==> src/rtl/apl_pkg.sv <==
// ----------------------------------------------------------------------------
// apl_pkg
// Constants, breakpoint tables and shared types of the piecewise linear map.
// ----------------------------------------------------------------------------
package apl_pkg;

    localparam int NUM_POINTS  = 10;
    localparam int FRAC_BITS   = 8;
    localparam int TABLE_SLOTS = 16;
    localparam int K_W         = $clog2(TABLE_SLOTS);
    localparam int SAMPLE_W    = 16;
    localparam int OUT_W       = 12;
    localparam int HALF_W      = 4;
    localparam int DB_W        = 14;

    localparam int VAL_W   = HALF_W + FRAC_BITS - 1;
    localparam int NUM_W   = FRAC_BITS + DB_W + 1;
    localparam int RECIP_S = FRAC_BITS + DB_W;
    localparam int RECIP_W = RECIP_S;
    localparam int Q_W     = FRAC_BITS + 1;
    localparam int REM_W   = DB_W + 1;
    localparam int RES_W   = VAL_W + 1;

    localparam logic [OUT_W-1:0] ABOVE_RESET = 12'd1664;
    localparam logic [OUT_W-1:0] OUT_MAX     = '1;

    // slots past the tenth repeat the last point
    localparam int BP_TAB [TABLE_SLOTS] = '{
        -20200, -19451, -18664, -6690, 2350, 9459, 14452, 18465, 18740, 20192,
        20192, 20192, 20192, 20192, 20192, 20192
    };

    // position values in halves
    localparam int HALF_TAB [TABLE_SLOTS] = '{
        0, 1, 2, 4, 6, 8, 10, 12, 13, 13, 13, 13, 13, 13, 13, 13
    };

    // segment widths, entry k spans breakpoint k-1 to k
    localparam int DB_TAB [TABLE_SLOTS] = '{
        0,
        BP_TAB[1] - BP_TAB[0], BP_TAB[2] - BP_TAB[1], BP_TAB[3] - BP_TAB[2],
        BP_TAB[4] - BP_TAB[3], BP_TAB[5] - BP_TAB[4], BP_TAB[6] - BP_TAB[5],
        BP_TAB[7] - BP_TAB[6], BP_TAB[8] - BP_TAB[7], BP_TAB[9] - BP_TAB[8],
        0, 0, 0, 0, 0, 0
    };

    localparam longint ONE_S = longint'(1) << RECIP_S;

    // floor reciprocals of the segment widths, scaled by two to the RECIP_S
    localparam logic [RECIP_W-1:0] RECIP_TAB [TABLE_SLOTS] = '{
        '0,
        RECIP_W'(ONE_S / DB_TAB[1]), RECIP_W'(ONE_S / DB_TAB[2]),
        RECIP_W'(ONE_S / DB_TAB[3]), RECIP_W'(ONE_S / DB_TAB[4]),
        RECIP_W'(ONE_S / DB_TAB[5]), RECIP_W'(ONE_S / DB_TAB[6]),
        RECIP_W'(ONE_S / DB_TAB[7]), RECIP_W'(ONE_S / DB_TAB[8]),
        RECIP_W'(ONE_S / DB_TAB[9]),
        '0, '0, '0, '0, '0, '0
    };

    typedef enum logic [1:0] {
        CLS_BELOW,
        CLS_EQUAL,
        CLS_INTERP,
        CLS_ABOVE
    } apl_cls_t;

    typedef struct packed {
        apl_cls_t       cls;
        logic [K_W-1:0] k;
    } apl_ctl_t;

    typedef struct packed {
        apl_ctl_t         ctl;
        logic [VAL_W-1:0] base;
        logic [Q_W-1:0]   qe;
        logic [REM_W-1:0] rem;
    } apl_ip_t;

    function automatic logic [VAL_W-1:0] val_q(logic [K_W-1:0] k);
        return VAL_W'(HALF_TAB[k]) << (FRAC_BITS - 1);
    endfunction

endpackage

==> src/rtl/apl_seg_find.sv <==
// ----------------------------------------------------------------------------
// apl_seg_find
// First stage: compares the sample with every breakpoint and classifies it.
// ----------------------------------------------------------------------------
module apl_seg_find (
    input  logic                                 aclk,
    input  logic                                 aresetn,
    input  logic                                 in_valid,
    output logic                                 in_ready,
    input  logic signed [apl_pkg::SAMPLE_W-1:0]  in_sample,
    output logic                                 out_valid,
    input  logic                                 out_ready,
    output logic signed [apl_pkg::SAMPLE_W-1:0]  out_sample,
    output apl_pkg::apl_ctl_t                    out_ctl
);
    import apl_pkg::*;

    logic                       valid_reg;
    logic signed [SAMPLE_W-1:0] sample_reg;
    apl_ctl_t                   ctl_reg;
    apl_ctl_t                   ctl_next;
    logic [TABLE_SLOTS-1:0]     le;
    logic [TABLE_SLOTS-1:0]     eq;
    logic [K_W-1:0]             k_sel;
    logic                       found;

    always_comb begin
        found = 1'b0;
        k_sel = '0;
        // downward scan so the lowest breakpoint at or above the sample wins
        for (int i = TABLE_SLOTS - 1; i >= 0; i--) begin
            le[i] = (i < NUM_POINTS) && (int'(in_sample) <= BP_TAB[i]);
            eq[i] = (i < NUM_POINTS) && (int'(in_sample) == BP_TAB[i]);
            if (le[i]) begin
                found = 1'b1;
                k_sel = K_W'(i);
            end
        end
        ctl_next.k = k_sel;
        if (!found) begin
            ctl_next.cls = CLS_ABOVE;
        end else if (k_sel == '0) begin
            ctl_next.cls = CLS_BELOW;
        end else if (eq[k_sel]) begin
            ctl_next.cls = CLS_EQUAL;
        end else if (k_sel == K_W'(NUM_POINTS - 1)) begin
            ctl_next.cls = CLS_ABOVE;
        end else begin
            ctl_next.cls = CLS_INTERP;
        end
    end

    assign in_ready = !valid_reg || out_ready;

    always_ff @(posedge aclk) begin
        if (!aresetn) begin
            valid_reg <= 1'b0;
        end else if (in_ready) begin
            valid_reg <= in_valid;
        end
    end

    always_ff @(posedge aclk) begin
        if (in_valid && in_ready) begin
            sample_reg <= in_sample;
            ctl_reg    <= ctl_next;
        end
    end

    assign out_valid  = valid_reg;
    assign out_sample = sample_reg;
    assign out_ctl    = ctl_reg;

endmodule

==> src/rtl/apl_interp.sv <==
// ----------------------------------------------------------------------------
// apl_interp
// Three stages: offset into the segment, reciprocal multiply, remainder.
// ----------------------------------------------------------------------------
module apl_interp (
    input  logic                                 aclk,
    input  logic                                 aresetn,
    input  logic                                 in_valid,
    output logic                                 in_ready,
    input  logic signed [apl_pkg::SAMPLE_W-1:0]  in_sample,
    input  apl_pkg::apl_ctl_t                    in_ctl,
    output logic                                 out_valid,
    input  logic                                 out_ready,
    output apl_pkg::apl_ip_t                     out_ip
);
    import apl_pkg::*;

    // stage 2: offset and scaled numerator
    logic [K_W-1:0]    k_lo;
    logic [DB_W-1:0]   r;
    logic [HALF_W-1:0] hd;
    logic [NUM_W-1:0]  num_next;
    logic [VAL_W-1:0]  base_next;
    logic              v2_reg;
    apl_ctl_t          ctl2_reg;
    logic [NUM_W-1:0]  num2_reg;
    logic [VAL_W-1:0]  base2_reg;
    logic              rdy2;

    // stage 3: quotient estimate
    logic [NUM_W+RECIP_W-1:0] prod3;
    logic [Q_W-1:0]           qe_next;
    logic                     v3_reg;
    apl_ctl_t                 ctl3_reg;
    logic [NUM_W-1:0]         num3_reg;
    logic [VAL_W-1:0]         base3_reg;
    logic [Q_W-1:0]           qe3_reg;
    logic                     rdy3;

    // stage 4: remainder for the final correction
    logic [NUM_W-1:0] prod4;
    logic [NUM_W-1:0] rem4;
    apl_ip_t          ip_next;
    logic             v4_reg;
    apl_ip_t          ip4_reg;
    logic             rdy4;

    always_comb begin
        k_lo      = in_ctl.k - K_W'(1);
        r         = DB_W'(int'(in_sample) - BP_TAB[k_lo]);
        hd        = HALF_W'(HALF_TAB[in_ctl.k] - HALF_TAB[k_lo]);
        num_next  = (NUM_W'(r) * NUM_W'(hd)) << (FRAC_BITS - 1);
        base_next = val_q((in_ctl.cls == CLS_EQUAL) ? in_ctl.k : k_lo);
    end

    always_comb begin
        prod3   = (NUM_W+RECIP_W)'(num2_reg) * (NUM_W+RECIP_W)'(RECIP_TAB[ctl2_reg.k]);
        qe_next = Q_W'(prod3 >> RECIP_S);
    end

    always_comb begin
        prod4        = NUM_W'(qe3_reg) * NUM_W'(DB_TAB[ctl3_reg.k]);
        rem4         = num3_reg - prod4;
        ip_next.ctl  = ctl3_reg;
        ip_next.base = base3_reg;
        ip_next.qe   = qe3_reg;
        ip_next.rem  = REM_W'(rem4);
    end

    assign rdy4     = !v4_reg || out_ready;
    assign rdy3     = !v3_reg || rdy4;
    assign rdy2     = !v2_reg || rdy3;
    assign in_ready = rdy2;

    always_ff @(posedge aclk) begin
        if (!aresetn) begin
            v2_reg <= 1'b0;
            v3_reg <= 1'b0;
            v4_reg <= 1'b0;
        end else begin
            if (rdy2) begin
                v2_reg <= in_valid;
            end
            if (rdy3) begin
                v3_reg <= v2_reg;
            end
            if (rdy4) begin
                v4_reg <= v3_reg;
            end
        end
    end

    always_ff @(posedge aclk) begin
        if (in_valid && rdy2) begin
            ctl2_reg  <= in_ctl;
            num2_reg  <= num_next;
            base2_reg <= base_next;
        end
        if (v2_reg && rdy3) begin
            ctl3_reg  <= ctl2_reg;
            num3_reg  <= num2_reg;
            base3_reg <= base2_reg;
            qe3_reg   <= qe_next;
        end
        if (v3_reg && rdy4) begin
            ip4_reg <= ip_next;
        end
    end

    assign out_valid = v4_reg;
    assign out_ip    = ip4_reg;

endmodule

==> src/rtl/adc_piecewise_linear_map.sv <==
// ----------------------------------------------------------------------------
// adc_piecewise_linear_map
// Maps signed converter samples to an unsigned Q4.8 position by table lookup
// and linear interpolation between ten fixed breakpoints.
// ----------------------------------------------------------------------------
// Usage:
//   s_valid/s_ready carry one request per sample on s_adc_sample.
//   m_valid/m_ready return one result per sample, in order: m_mapped_value
//   and m_out_of_range (set at or below the first breakpoint, and in the
//   last segment short of the last breakpoint or beyond it, where the
//   programmed above-range value is returned).
//   cfg_wr_en with cfg_wr_data writes the above-range value; write it only
//   while no request is in flight. Reset value is 1664 (6.5).
// Timing:
//   the accepting edge loads the breakpoint compare stage, and m_valid rises
//   after the segment offset, reciprocal multiply, remainder, and correction
//   into the output register. One request per cycle is accepted while the
//   receiver takes results.
// Reset and stall:
//   reset empties every stage and restores the above-range value. When
//   m_ready is low the result holds; empty stages keep filling, and s_ready
//   drops only once all five stages hold a request.
// ----------------------------------------------------------------------------
module adc_piecewise_linear_map (
    input  logic                                 aclk,
    input  logic                                 aresetn,
    input  logic                                 s_valid,
    output logic                                 s_ready,
    input  logic signed [apl_pkg::SAMPLE_W-1:0]  s_adc_sample,
    output logic                                 m_valid,
    input  logic                                 m_ready,
    output logic [apl_pkg::OUT_W-1:0]            m_mapped_value,
    output logic                                 m_out_of_range,
    input  logic                                 cfg_wr_en,
    input  logic [apl_pkg::OUT_W-1:0]            cfg_wr_data
);
    import apl_pkg::*;

    logic                       sf_valid;
    logic                       sf_ready;
    logic signed [SAMPLE_W-1:0] sf_sample;
    apl_ctl_t                   sf_ctl;

    logic                       ip_valid;
    logic                       ip_ready;
    apl_ip_t                    ip;

    logic [OUT_W-1:0] above_reg;
    logic             m_valid_reg;
    logic [OUT_W-1:0] mapped_reg;
    logic             oor_reg;

    logic [DB_W-1:0]  db;
    logic [Q_W-1:0]   q;
    logic [RES_W-1:0] res;
    logic [RES_W-1:0] base_w;
    logic [OUT_W-1:0] res_sat;
    logic [OUT_W-1:0] base_sat;
    logic [OUT_W-1:0] mapped_next;
    logic             oor_next;

    apl_seg_find u_seg_find (
        .aclk       (aclk),
        .aresetn    (aresetn),
        .in_valid   (s_valid),
        .in_ready   (s_ready),
        .in_sample  (s_adc_sample),
        .out_valid  (sf_valid),
        .out_ready  (sf_ready),
        .out_sample (sf_sample),
        .out_ctl    (sf_ctl)
    );

    apl_interp u_interp (
        .aclk      (aclk),
        .aresetn   (aresetn),
        .in_valid  (sf_valid),
        .in_ready  (sf_ready),
        .in_sample (sf_sample),
        .in_ctl    (sf_ctl),
        .out_valid (ip_valid),
        .out_ready (ip_ready),
        .out_ip    (ip)
    );

    always_comb begin
        db     = DB_W'(DB_TAB[ip.ctl.k]);
        // estimate is at most one below the true quotient
        q      = ip.qe + Q_W'(ip.rem >= REM_W'(db));
        res    = RES_W'(ip.base) + RES_W'(q);
        base_w = RES_W'(ip.base);
        res_sat  = (32'(res) > 32'(OUT_MAX)) ? OUT_MAX : OUT_W'(res);
        base_sat = (32'(base_w) > 32'(OUT_MAX)) ? OUT_MAX : OUT_W'(base_w);
        mapped_next = '0;
        oor_next    = 1'b1;
        unique case (ip.ctl.cls)
            CLS_BELOW: begin
                mapped_next = '0;
                oor_next    = 1'b1;
            end
            CLS_EQUAL: begin
                mapped_next = base_sat;
                oor_next    = 1'b0;
            end
            CLS_INTERP: begin
                mapped_next = res_sat;
                oor_next    = 1'b0;
            end
            CLS_ABOVE: begin
                mapped_next = above_reg;
                oor_next    = 1'b1;
            end
            default: begin
                mapped_next = above_reg;
                oor_next    = 1'b1;
            end
        endcase
    end

    assign ip_ready = !m_valid_reg || m_ready;

    always_ff @(posedge aclk) begin
        if (!aresetn) begin
            m_valid_reg <= 1'b0;
            above_reg   <= ABOVE_RESET;
        end else begin
            if (ip_ready) begin
                m_valid_reg <= ip_valid;
            end
            if (cfg_wr_en) begin
                above_reg <= cfg_wr_data;
            end
        end
    end

    always_ff @(posedge aclk) begin
        if (ip_valid && ip_ready) begin
            mapped_reg <= mapped_next;
            oor_reg    <= oor_next;
        end
    end

    assign m_valid        = m_valid_reg;
    assign m_mapped_value = mapped_reg;
    assign m_out_of_range = oor_reg;

    // a ready receiver lets every stage advance, so the input is never held
    a_ready_chain: assert property (@(posedge aclk) disable iff (!aresetn)
        m_ready |-> s_ready)
        else $error("s_ready low while m_ready high");

    // reciprocal estimate must leave a remainder below twice the divisor
    a_rem_bound: assert property (@(posedge aclk) disable iff (!aresetn)
        (ip_valid && ip.ctl.cls == CLS_INTERP) |->
            ((REM_W+1)'(ip.rem) < ((REM_W+1)'(db) << 1)))
        else $error("quotient estimate off by more than one");

    // an exact hit on the first breakpoint is classed as below range
    a_equal_index: assert property (@(posedge aclk) disable iff (!aresetn)
        (ip_valid && ip.ctl.cls == CLS_EQUAL) |-> (ip.ctl.k != '0))
        else $error("breakpoint hit classed on first point");

endmodule
==> config.mk <==
export PLATFORM = sky130hd
export DESIGN_NAME = adc_piecewise_linear_map
export DESIGN_NICKNAME = d
export VERILOG_FILES = /design/src/rtl/apl_pkg.sv /design/src/rtl/apl_seg_find.sv /design/src/rtl/apl_interp.sv /design/src/rtl/adc_piecewise_linear_map.sv
export SDC_FILE = /design/constraint.sdc
export NUM_CORES = 1
export LEC_CHECK = 0
export ABC_AREA = 1
export CAP_MARGIN = 0
export CORE_MARGIN = 2
export CORE_UTILIZATION = 60
export DETAILED_ROUTE_END_ITERATION = 10
export DONT_BUFFER_PORTS = 1
export PLACE_DENSITY = 0.79
export REMOVE_ABC_BUFFERS = 1
export SLEW_MARGIN = 5
export SYNTH_ARGS = -nofsm -noshare
export SYNTH_HDL_FRONTEND = slang
export SYNTH_HIERARCHICAL = 1
export SYNTH_SLANG_ARGS = --single-unit
==> constraint.sdc <==
create_clock -name aclk -period 7.3 [get_ports aclk]
set_input_delay 0.73 -clock aclk [delete_from_list [all_inputs] [get_ports aclk]]
set_output_delay 0.73 -clock aclk [all_outputs]
set_load 0.01 [all_outputs]
Word level (Yosys, flattened, before mapping)

Memories as Yosys holds them, arrays and structs flattened. A register that Yosys moved wholly into a read port is not among the register bits.
Cells that the tools add are included.

Register bits: 133
Bits in read-only memories: 3424
Input port bits: 33
Memories: 7
Latch bits: 0
RAM bits: 0
Word-level logic and storage cells: 137

Magnitude comparators: 17
Multipliers: 3
Multiplexer cells: 40
Bitwise gates (word level): 6
Shift-type cells: 0
Equality and inequality tests: 15
Add/subtract/negate cells: 6
Div/mod/pow operators: 0
Reductions and logical operators: 19

Memory list:

| memory          | depth | bits a word | rd ports | clocked after Yosys merged registers in | write ports | RTL line                       | source |
|---|---|---|---|---|---|---|---|
| (no name shown) | 16    | 32          | 1        | 0                                       | 0           | apl_interp.sv:50               | `r = DB_W'(int'(in_sample) - BP_TAB[k_lo]);` |
| (no name shown) | 16    | 32          | 1        | 0                                       | 0           | apl_interp.sv:51               | `hd = HALF_W'(HALF_TAB[in_ctl.k] - HALF_TAB[k_lo]);` |
| (no name shown) | 16    | 32          | 1        | 1                                       | 0           | apl_pkg.sv:80                  | `return VAL_W'(HALF_TAB[k]) << (FRAC_BITS - 1);` |
| (no name shown) | 16    | 32          | 1        | 0                                       | 0           | apl_interp.sv:51               |  |
| (no name shown) | 16    | 32          | 1        | 0                                       | 0           | apl_interp.sv:62               | `prod4 = NUM_W'(qe3_reg) * NUM_W'(DB_TAB[ctl3_reg.k]);` |
| (no name shown) | 16    | 32          | 1        | 0                                       | 0           | adc_piecewise_linear_map.sv:87 | `db = DB_W'(DB_TAB[ip.ctl.k]);` |
| 1 more memories | n/a   | n/a         | n/a      | n/a                                     | n/a         | n/a                            |  |

Operators with widths:

| operator             | count |
|---|---|
| $eq 16x16->1 const B | 6 |
| $le 16x16->1 const B | 6 |
| $mux 4               | 15 |
| $mux 14              | 4 |
| $pmux 12 s4          | 1 |
| $mux 23              | 2 |
| $mux 22              | 2 |
| $eq 16x15->1 const B | 2 |
| $le 16x15->1 const B | 2 |
| $not 4->5            | 6 |
| $ge 5x5->1 const B   | 5 |
| $mul 16x22->24       | 1 |
| $mul 9x23->15        | 1 |
| $eq 16x13->1 const B | 1 |
| $eq 16x14->1 const B | 1 |
| $le 16x13->1 const B | 1 |
| $le 16x14->1 const B | 1 |
| $mul 14x4->16        | 1 |
| $ge 15x14->1         | 1 |
| $sub 15x15->15       | 1 |
| $sub 14x14->14       | 1 |
| $add 11x9->12        | 1 |
| $mux 1               | 12 |
| $add 9x1->9          | 1 |
| 15 further kinds     | 31 |

Logic depth before layout (Yosys ltp)

Depth in word-level cells: 15
Mapped depth: 36
Depth with buffers taken out: 36

Modules after synthesis

The synthesis kept the hierarchy.

Modules (own cells, without submodules):

| module                   | instances | cells an instance | area each (µm²) |
|---|---|---|---|
| apl_interp               | 1         | 1934              | 15573.7 |
| adc_piecewise_linear_map | 1         | 343               | 2497.4 |
| apl_seg_find             | 1         | 251               | 1794.2 |

Worst setup path after synthesis

Ideal clock, no wire load.

Kind: register to register
From: register u_interp/ctl2_reg[0] (netlist bit)
To: register u_interp.qe3_reg[8], data pin
Setup time: 0.252 ns
Cell stages (with the launch flop): 27
Required time: 7.048 ns
Buffers on the path: 1
Arrival time: 5.861 ns
Slack: 1.187 ns
Clock period less this slack: 6.113 ns
Path through: edfxtp_1 inv_1 ha_1 nand3_1 nand2_4 inv_1 o21ai_2 buf_2 nand2_1 fa_1 fa_1 inv_1 fa_1 fa_1 fa_1 inv_1 fa_1 inv_1 ha_1 nand2_1 nor2_1 nand2_1 or2_2 nand3_1 inv_1 nand2_1 nand2_1

Cells in the longest elaborated chain, start to end: 5

Ends and longest elaborated chain:

| element                                    | RTL line          | source |
|---|---|---|
| start, declared                            | apl_interp.sv:25  | `apl_ctl_t ctl2_reg;` |
| start signal, assigned                     | apl_interp.sv:95  | `ctl2_reg <= in_ctl;` |
| $not 4->5 (implied by the code)            | apl_interp.sv:57  | `prod3 = (NUM_W+RECIP_W)'(num2_reg) * (NUM_W+RECIP_W)'(RECIP_TAB[ctl2_reg.k]);` |
| $mem_v2 16x22                              | n/a               |  |
| $mux 22 (implied by the code) (2 in a row) | apl_interp.sv:57  |  |
| $mul 16x22->24                             | apl_interp.sv:57  |  |
| via u_interp.prod3[30]                     | apl_interp.sv:31  | `logic [NUM_W+RECIP_W-1:0] prod3;` |
| end signal, assigned                       | apl_interp.sv:103 | `qe3_reg <= qe_next;` |
| end, declared                              | apl_interp.sv:37  | `logic [Q_W-1:0] qe3_reg;` |

The timed path passes the listed nets, and every way through them passes these cells. The select of a mux whose other input is x is not followed.
A chain may end at the register's enable or synchronous reset.

Final worst setup path

Ends and elaborated chain as after synthesis.

==> flow_summary_export.csv <==
group,metric,value,unit
sta,hold_violations,0,
layout,synthToLayoutAreaGrowth,5.04,%
floorplanning,io-pin-count,48,
layout,nets,2982,
clock_tree,cts_buffers,17,
global_routing,grt_max_degree,35,
clock_tree,clk_pin_slew,0.07,ns
placed_design,port_buffers,0,
setup_path,reg2reg_to,"u_interp/qe3_reg[8]$_DFFE_PP_",
synth,yosys_warnings,6,
layout,n_antenna_cell,0,
setup_path,critical_path_class,"flop to flop",
setup_path,worstRegToRegCells,25,
drt,vias,16484,
layout,fill_cells,2787,
setup_path,crit_path_end_kind,"flop",
drt,viasPerCell,5.55,
global_routing,grt_pass1_wl,81900,um
placed_design,gp_congestion,1.00,
clock_tree,hold_buffers,0,
sta,fin_skew,0.0131,ns
setup_path,critPathCapture,"u_interp/qe3_reg[8]$_DFFE_PP_",
global_routing,grt_pass1_vias,16656,
drt,wirelength,49700,um
floorplanning,fp.dieArea,0.0345,mm2
hold_path,hp-class,"input port to flop",
sta,rsz0062_at_grt,"false",
clock_tree,ctsResizeCount,0,
setup_path,crit_required,7.50,ns
sta,slew_headroom,0.243,
floorplanning,std_cell_rows,66,
layout,drive_gt1_frac,0.0499,
drt,first_pass_iters,5,
placed_design,place_hpwl,40700,um
sta,fin_crit,6.75,ns
clock_tree,clockBufferDepth,2,
clock_tree,cts_tree,"built",
clock_tree,ctsHtreeMaxLevel,4,
synth,netlist_instances,2526,
drt,drcViolationCount,0,
sta,setup_tns,0,ns
global_routing,antenna_found_initial,0,
floorplanning,start_util,0.609,
sta,period_share,0.925,
clock_tree,cts_sinks,137,
layout,mostFrequentLayoutCell,"inv_1",
setup_path,cp_max_fo,9,
sta,fmax,148,MHz
sta,slew_violations,0,
floorplanning,die_width,186,um
setup_path,setup.worst_path.start,"u_interp/ctl2_reg[0]$_DFFE_PP_",
flow_run,max_cap_violations,0,
synth,avgSynthCellArea,7.84,um2
clock_tree,cts_setup_buffers,0,
sta,worst_pin_slew,1.13,ns
synth,netlist_area,0.0198,mm2
layout,final_cell_mix,"inv_1, nand2_1, nor2_1",
drt,first_iter_violations,1127,
global_routing,gr-total-overflow,0,
clock_tree,cts-root-buf,"clkbuf_16",
drt,wire_per_inst,16.7,um
setup_path,start_kind,"flop",
clock_tree,clock_latency,0.44,ns
floorplanning,die_height,186,um
floorplanning,coreArea,0.0325,mm2
setup_path,reg2reg_from,"u_interp/ctl2_reg[0]$_DFFE_PP_",
drt,antenna_left,0,
global_routing,track_usage,0.304,
setup_path,r2r_setup_slack,0.55,ns
layout,largest_reg_flops,34,
status,outcome,"complete, no violations",
sta,setup_viol_count_final,0,
setup_path,crit_arrival,6.95,ns
critical path: stages (launching register included):
cell,delay (ns)
edfxtp_1,0.48
inv_1,0.14
ha_1,0.25
nand3_2,0.17
inv_2,0.13
a21oi_2,0.43
inv_1,0.27
nand2_1,0.13
fa_1,0.44
fa_1,0.54
inv_1,0.05
fa_1,0.50
fa_1,0.51
fa_1,0.58
inv_1,0.07
fa_1,0.54
inv_1,0.04
ha_1,0.33
nand2_1,0.13
nor2_1,0.15
nand2_1,0.09
or2_2,0.29
nand3_1,0.10
inv_1,0.05
nand2_1,0.05
nand2_1,0.05
worst min-delay path by stage:
| stage | cells after the start | start | end | slack, ns |
|---|---|---|---|---|
| 2_1_floorplan | 0 | u_interp/base2_reg[10]$_SDFFCE_PP1P_ | u_interp/base3_reg[10]$_DFFE_PP_ | 0.40 |
| 3_3_place_gp | 0 | u_interp/base3_reg[7]$_DFFE_PP_ | u_interp/out_ip[31]$_DFFE_PP_ | 0.40 |
| 3_5_place_dp | 0 | u_interp/ctl3_reg[4]$_DFFE_PP_ | u_interp/out_ip[39]$_DFFE_PP_ | 0.40 |
| 4_1_cts | 1 | aresetn | above_reg[7]$_SDFFE_PN1P_ | 0.36 |
| 5_1_grt | 1 | aresetn | above_reg[7]$_SDFFE_PN1P_ | 0.36 |
| 6_report | 1 | aresetn | above_reg[7]$_SDFFE_PN1P_ | 0.38 |
stage by stage:
stage	setup WS, ns	hold slack [ns]	instance area, um2	utilization	cells
after global placement	0.728	0.401	20200	0.621	2937
after CTS	0.551	0.361	20800	0.639	2969
after floorplan	1.06	0.400	19600	-	2488
final	0.549	0.379	20800	0.639	2969
after global routing	0.149	0.359	20800	0.639	2969
after detailed placement	0.569	0.405	20200	0.621	2937
per-layer routing:
layer	vias up	global-route usage	wire length (um)
met5	-	0	0
met4	0	0.0954	1350
met3	122	0.0683	4140
met2	645	0.501	23300
met1	7904	0.401	20900
li1	7813	-	-
final cells by class:
type	count	area (um2)	share of cell area
multi-input combinational	1792	13500	0.651
sequential	137	3940	0.190
inverter	559	2110	0.101
tap	442	553	0.0266
clock buffer	19	464	0.0223
clock inverter	13	143	0.00686
timing repair buffer	7	52.6	0.00253
Power is left out: the tool's default activity adds up to more than one toggle a clock period on the data nets, which glitch-free logic cannot reach.
